`config.mk`:
```
export PLATFORM = sky130hd
export DESIGN_NAME = dess_ram
export DESIGN_NICKNAME = d
export VERILOG_FILES = /design/src/hdl/dess_pkg.sv /design/src/hdl/dess_ram.sv
export SDC_FILE = /design/constraint.sdc
export NUM_CORES = 2
export LEC_CHECK = 0
export ABC_CLOCK_PERIOD_IN_PS = 3900
export BUFFER_PORTS_ARGS = -buffer_cell sky130_fd_sc_hd__buf_2
export CORE_ASPECT_RATIO = 0.9
export CORE_UTILIZATION = 40
export DETAILED_ROUTE_END_ITERATION = 6
export HOLD_SLACK_MARGIN = 0.06
export PLACE_DENSITY_LB_ADDON = 0.12
export SLEW_MARGIN = 20
export SYNTH_ARGS = -nofsm -noshare
export SYNTH_HDL_FRONTEND = slang
export SYNTH_SLANG_ARGS = --single-unit
```
`constraint.sdc`:
```
create_clock -name clock -period 3.9 [get_ports clock]
set_clock_uncertainty 0.2 [all_clocks]
set_input_delay 0.39 -clock clock [delete_from_list [all_inputs] [get_ports clock]]
set_output_delay 0.39 -clock clock [all_outputs]
set_load 0.05 [all_outputs]
```
`src/hdl/dess_pkg.sv`:
```
// ----------------------------------------------------------------------------
// dess_pkg
// Shared sizes, operation and status codes and the table write word of the
// double-ended sparse set.
// ----------------------------------------------------------------------------
package dess_pkg;

   // element count and derived widths
   localparam int CAPACITY = 256;
   localparam int IDX_W    = $clog2(CAPACITY);
   localparam int BOUND_W  = IDX_W + 1;

   localparam logic [BOUND_W-1:0] CAP_BOUND = BOUND_W'(CAPACITY);

   // operation codes
   typedef enum logic [3:0] {
      MODE_ADD          = 4'd0,
      MODE_REMOVE_BACK  = 4'd1,
      MODE_REMOVE_FRONT = 4'd2,
      MODE_CONTAINS     = 4'd3,
      MODE_POP_BACK     = 4'd4,
      MODE_POP_FRONT    = 4'd5,
      MODE_CLEAR        = 4'd6,
      MODE_FILL         = 4'd7,
      MODE_RESTORE      = 4'd8,
      MODE_AT           = 4'd9,
      MODE_NEXT         = 4'd10,
      MODE_PREV         = 4'd11,
      MODE_BACK         = 4'd12,
      MODE_POSITION_OF  = 4'd13
   } mode_type;

   // result status codes
   typedef enum logic [1:0] {
      STATUS_OK        = 2'd0,
      STATUS_EMPTY     = 2'd1,
      STATUS_BAD_STAMP = 2'd2,
      STATUS_BEYOND    = 2'd3
   } status_type;

   // one write into a table
   typedef struct packed {
      logic             en;
      logic [IDX_W-1:0] addr;
      logic [IDX_W-1:0] data;
   } ram_wr_type;

endpackage

```
`src/hdl/dess_ram.sv`:
```
// ----------------------------------------------------------------------------
// dess_ram
// Permutation table with one write port and one registered read port.
// Every entry reads as its own index until it is first written.
// ----------------------------------------------------------------------------
module dess_ram
   import dess_pkg::*;
(
   input  logic             clock,
   input  logic             reset,
   input  logic [IDX_W-1:0] rd_addr,
   output logic [IDX_W-1:0] rd_data,
   input  ram_wr_type       wr
);

   logic [IDX_W-1:0]    mem_ff [CAPACITY];
   logic [CAPACITY-1:0] valid_ff;
   logic                rd_vld_ff;
   logic [IDX_W-1:0]    rd_data_ff;
   logic [IDX_W-1:0]    rd_addr_ff;

   // written marks, identity until the first write
   always_ff @(posedge clock) begin
      if (reset) begin
         valid_ff  <= '0;
         rd_vld_ff <= 1'b0;
      end else begin
         rd_vld_ff <= valid_ff[rd_addr];
         if (wr.en) begin
            valid_ff[wr.addr] <= 1'b1;
         end
      end
   end

   // storage and read register
   always_ff @(posedge clock) begin
      if (wr.en) begin
         mem_ff[wr.addr] <= wr.data;
      end
      rd_data_ff <= mem_ff[rd_addr];
      rd_addr_ff <= rd_addr;
   end

   assign rd_data = rd_vld_ff ? rd_data_ff : rd_addr_ff;

endmodule
```
==> impl_metrics.csv <==
group,metric,value,unit
clocking,clk_pin_slew_worst_paths,0.06,ns
detailed_routing,drt-initial-drc-count,4851,
grt,grt_pass1_wl,350,mm
worst_setup_path,r2r_start,"mem_ff[191][6]",
placed_design,io_buffers,34,
worst_setup_path,end_kind,"register",
yosys,yosysUniqueCellTypes,44,
grt,met2_usage,34.4,%
clocking,clock-sinks,2321,
yosys,ys_async_sr_fraction,0,%
detailed_routing,postRouteAntennaNets,0,
clocking,htreeDepth,4,
yosys,syn-cell-area,88200,µm²
grt,top_usage_layer,"met2",
power,p_leak,0.0329,µW
yosys,synth_fp_nets,4597,
worst_setup_path,r2r_slack,0.71,ns
grt,grt_antenna_before_repair,15,
worst_setup_path,critical_path_class,"in2reg",
grt,grt_pass1_vias,46100,
detailed_routing,drt-pass1-iter-count,5,
sta,rsz0062_at_grt,"no",
worst_setup_path,path_cells,"dlygate4sd3_1 > buf_8 > buf_12 > buf_12 > mux4_2 > a22oi_1 > a21oi_1 > nor4_1 > buf_4 > o22ai_1 > or2_1",
placed_design,place_congestion,0.845,
clocking,cts-root-buf,"clkbuf_16",
sta,hold_viol,0,
sta,worst_pin_slew,1.08,ns
sta,drv_slew,0,
worst_setup_path,timing.rr.end,"rd_data_ff[6]",
worst_setup_path,reg2reg_depth,7,
sta,relSlewSlack,25.8,%
power,vdd_drop_max,0.360,mV
sta,finalSetupViolCount,0,
power,swShare,21.9,%
placed_design,dp_slack,-0.349,ns
worst_setup_path,max_stage_delay,0.63,ns
grt,grt_max_degree,129,
grt,grt_util_all_layers,22.1,%
min_path,hold_end,"valid_ff[117]",
sta,fin_setup_tns,0,ns
floorplanning,initial_core_util,40.2,%
detailed_routing,wl_per_cell,30.1,µm
worst_setup_path,slowest_stage,"nor4_1",
detailed_routing,vias,46000,
clocking,numCtsBuffers,230,
yosys,ys_ff_latch,2321,
worst_setup_path,start_kind,"input pin",
clocking,cts_tree,"done",
power,total_power,51700,µW
yosys,syn_area_per_cell,19.3,µm²
finish,area_delta_synth_final,16.8,%
clocking,clk_latency,0.89,ns
grt,grtUsageMet1,32.3,%
yosys,ys.warnings.count,0,
detailed_routing,routed_wl,246,mm
worst_setup_path,worstPathRequired,4.46,ns
floorplanning,ioPinCount,35,
sta,fin_ws,0.0412,ns
clocking,post_cts.repair.setup_buffers,0,
placed_design,hpwl,156,mm
yosys,synth-edff-count,2048,
worst_setup_path,arrival,4.42,ns
floorplanning,dieHeight,447,µm
clocking,clockBufferDepth,3,
power,p_clk_share,42.4,%
yosys,synth_flop_cell,"edfxtp_1",
yosys,postSynthCellCount,4570,
finish,layout.nets,5085,
grt,grt-ovfl-total,0,
floorplanning,rows,163,
worst_setup_path,critPathMaxFanout,39,
detailed_routing,viasPerCell,5.64,
finish,drive_gt1_share,28.0,%
min_path,holdCritPathClass,"in2reg",
floorplanning,dieArea,222000,µm²
detailed_routing,drcViolationCount,0,
sta,max_freq,259,MHz
grt,grt_util_met3,3.81,%
worst_setup_path,path_common_cell,"buf_12",
power,intPower,40300,µW
run,cap_violations,0,
power,pwr-share-comb,5.2,%
sta,fin_crit,3.86,ns
floorplanning,core,219000,µm²
run_status,outcome,"complete, no violations",
min_path,hold_start,"wr[13]",
min_path,min_delay_path_depth,6,
floorplanning,die_w,497,µm
power,seqPwrFrac,52.5,%
yosys,ys_seq_area_share,75.9,%
power,p_per_area,502,nW/µm²
sta,min_period_over_period,98.9,%
power,p_switching,11300,µW
-- synthesized netlist by cell type (2+ instances only) --
| cell type | instances | area share (%) |
|---|---|---|
| and2_1 | 2 | 0.014 |
| a22oi_1 | 256 | 2.2 |
| a21oi_1 | 140 | 0.79 |
| o211ai_1 | 3 | 0.026 |
| inv_1 | 4 | 0.017 |
| mux2_2 | 10 | 0.13 |
| and3_1 | 2 | 0.014 |
| o221ai_1 | 12 | 0.12 |
| dfxtp_1 | 273 | 6.2 |
| o22ai_1 | 23 | 0.16 |
| nor4_1 | 33 | 0.23 |
| nand3_1 | 23 | 0.13 |
| or2_1 | 8 | 0.057 |
| a22o_1 | 3 | 0.030 |
| clkbuf_1 | 184 | 0.78 |
| nand2b_1 | 6 | 0.043 |
| nor2b_1 | 20 | 0.14 |
| nor2_1 | 723 | 3.1 |
| o21ba_2 | 29 | 0.33 |
| or2_2 | 4 | 0.028 |
| o21ai_0 | 3 | 0.017 |
| buf_2 | 50 | 0.28 |
| nor4b_1 | 2 | 0.020 |
| buf_4 | 18 | 0.15 |
| nand3b_1 | 2 | 0.017 |
| buf_1 | 25 | 0.11 |
| a211oi_1 | 5 | 0.043 |
| a2111oi_0 | 2 | 0.020 |
| mux2i_1 | 33 | 0.37 |
| buf_6 | 8 | 0.10 |
| nand2_1 | 33 | 0.14 |
| a211o_1 | 2 | 0.020 |
| edfxtp_1 | 2048 | 70 |
| nand4_1 | 11 | 0.078 |
| or4_1 | 2 | 0.017 |
| mux4_2 | 560 | 14 |
-- stage by stage --
stage	hold WS, ns	instance area [µm²]	utilization (%)	std cells
2_1_floorplan	0.218	88200	-	4570
3_3_place_gp	0.243	95300	43.5	7691
3_5_place_dp	0.252	95300	43.5	7691
4_1_cts	0.107	103000	47.0	8151
5_1_grt	0.155	103000	47.0	8154
6_report	0.187	103000	47.0	8156
-- sequential cells by signal (all words and copies together) (netlist names) --
| signal | count |
|---|---|
| rd_addr_ff | 8 |
| mem_ff | 2048 |
| rd_data_ff | 8 |
| valid_ff | 256 |
| rd_vld_ff | 1 |
-- area by class of cell --
type                    count  area, µm²
repair buffers            541       4900
inverters                   4       15.0
fillers                 18400     116000
diodes                      5       12.5
multi-input cells        1960      20100
clock inverters           135       1290
clock buffers             303       6120
flip-flops and latches   2321      67000
well taps                2887       3610
-- critical path: cells and delay by family --
family                 cells  cell delay (ns)
buffers and inverters      5             1.73
and+or+nand+nor            2             0.94
AOI/OAI and AO/OA          3             0.74
muxes                      1             0.57
-- cells in the final DEF (no fill, tap or decap), types with 40 or more instances in the layout --
| cell | Yosys | routed |
|---|---|---|
| a21oi_1 | 140 | 140 |
| a22oi_1 | 256 | 256 |
| buf_12 | 0 | 61 |
| buf_4 | 18 | 424 |
| clkbuf_1 | 184 | 64 |
| clkbuf_16 | 0 | 230 |
| clkinv_1 | 0 | 40 |
| clkinv_2 | 0 | 50 |
| dfxtp_1 | 273 | 273 |
| edfxtp_1 | 2048 | 2048 |
| mux4_2 | 560 | 560 |
| nor2_1 | 723 | 721 |
-- power by group through the flow --
| stage | sequential (µW) | clock [µW] | combinational, µW |
|---|---|---|---|
| 6_report | 27100 | 21900 | 2680 |
| 3_3_place_gp | 27600 | 0 | 2670 |
| 4_1_cts | 27100 | 22300 | 2710 |
| 5_1_grt | 27100 | 23300 | 2820 |
| 2_1_floorplan | 27600 | 0 | 1290 |
| 3_5_place_dp | 27600 | 0 | 2690 |
-- kinds of logic after synthesis --
group | after synthesis | share of synthesized area, %
flip-flops | 2321 | 75.9
AO/OA/AOI/OAI | 482 | 3.78
buffers and inverters | 289 | 1.45
multiplexers | 603 | 14.8
AND/OR/NAND/NOR | 875 | 4.04
-- timing repair --
action	in CTS	in global routing
hold buffers	22	0
endpoints found under the setup margin	0	2
hold endpoints to repair	1076	0
gates resized for setup	0	2
-- layer usage --
layer	up-vias	part of all wire, %
li1	19500	-
met1	24700	45
met2	1472	47
met3	320	6.2
met4	2	2.4
met5	-	0.0053
-- how the worst max path moves through the flow --
stage	startpoint	to	slack, ns	depth (start not counted)
after floorplan	rd_addr[1]	rd_data_ff[6]	1.10	10
after global placement	rd_addr[0]	rd_data_ff[1]	-0.35	10
after detailed placement	rd_addr[0]	rd_data_ff[0]	-0.35	9
after CTS	rd_addr[0]	rd_data_ff[0]	0.0006	10
after global routing	rd_addr[0]	rd_data_ff[6]	0.03	11
final	rd_addr[0]	rd_data_ff[6]	0.04	11
Power figures use the tool's default switching activity.
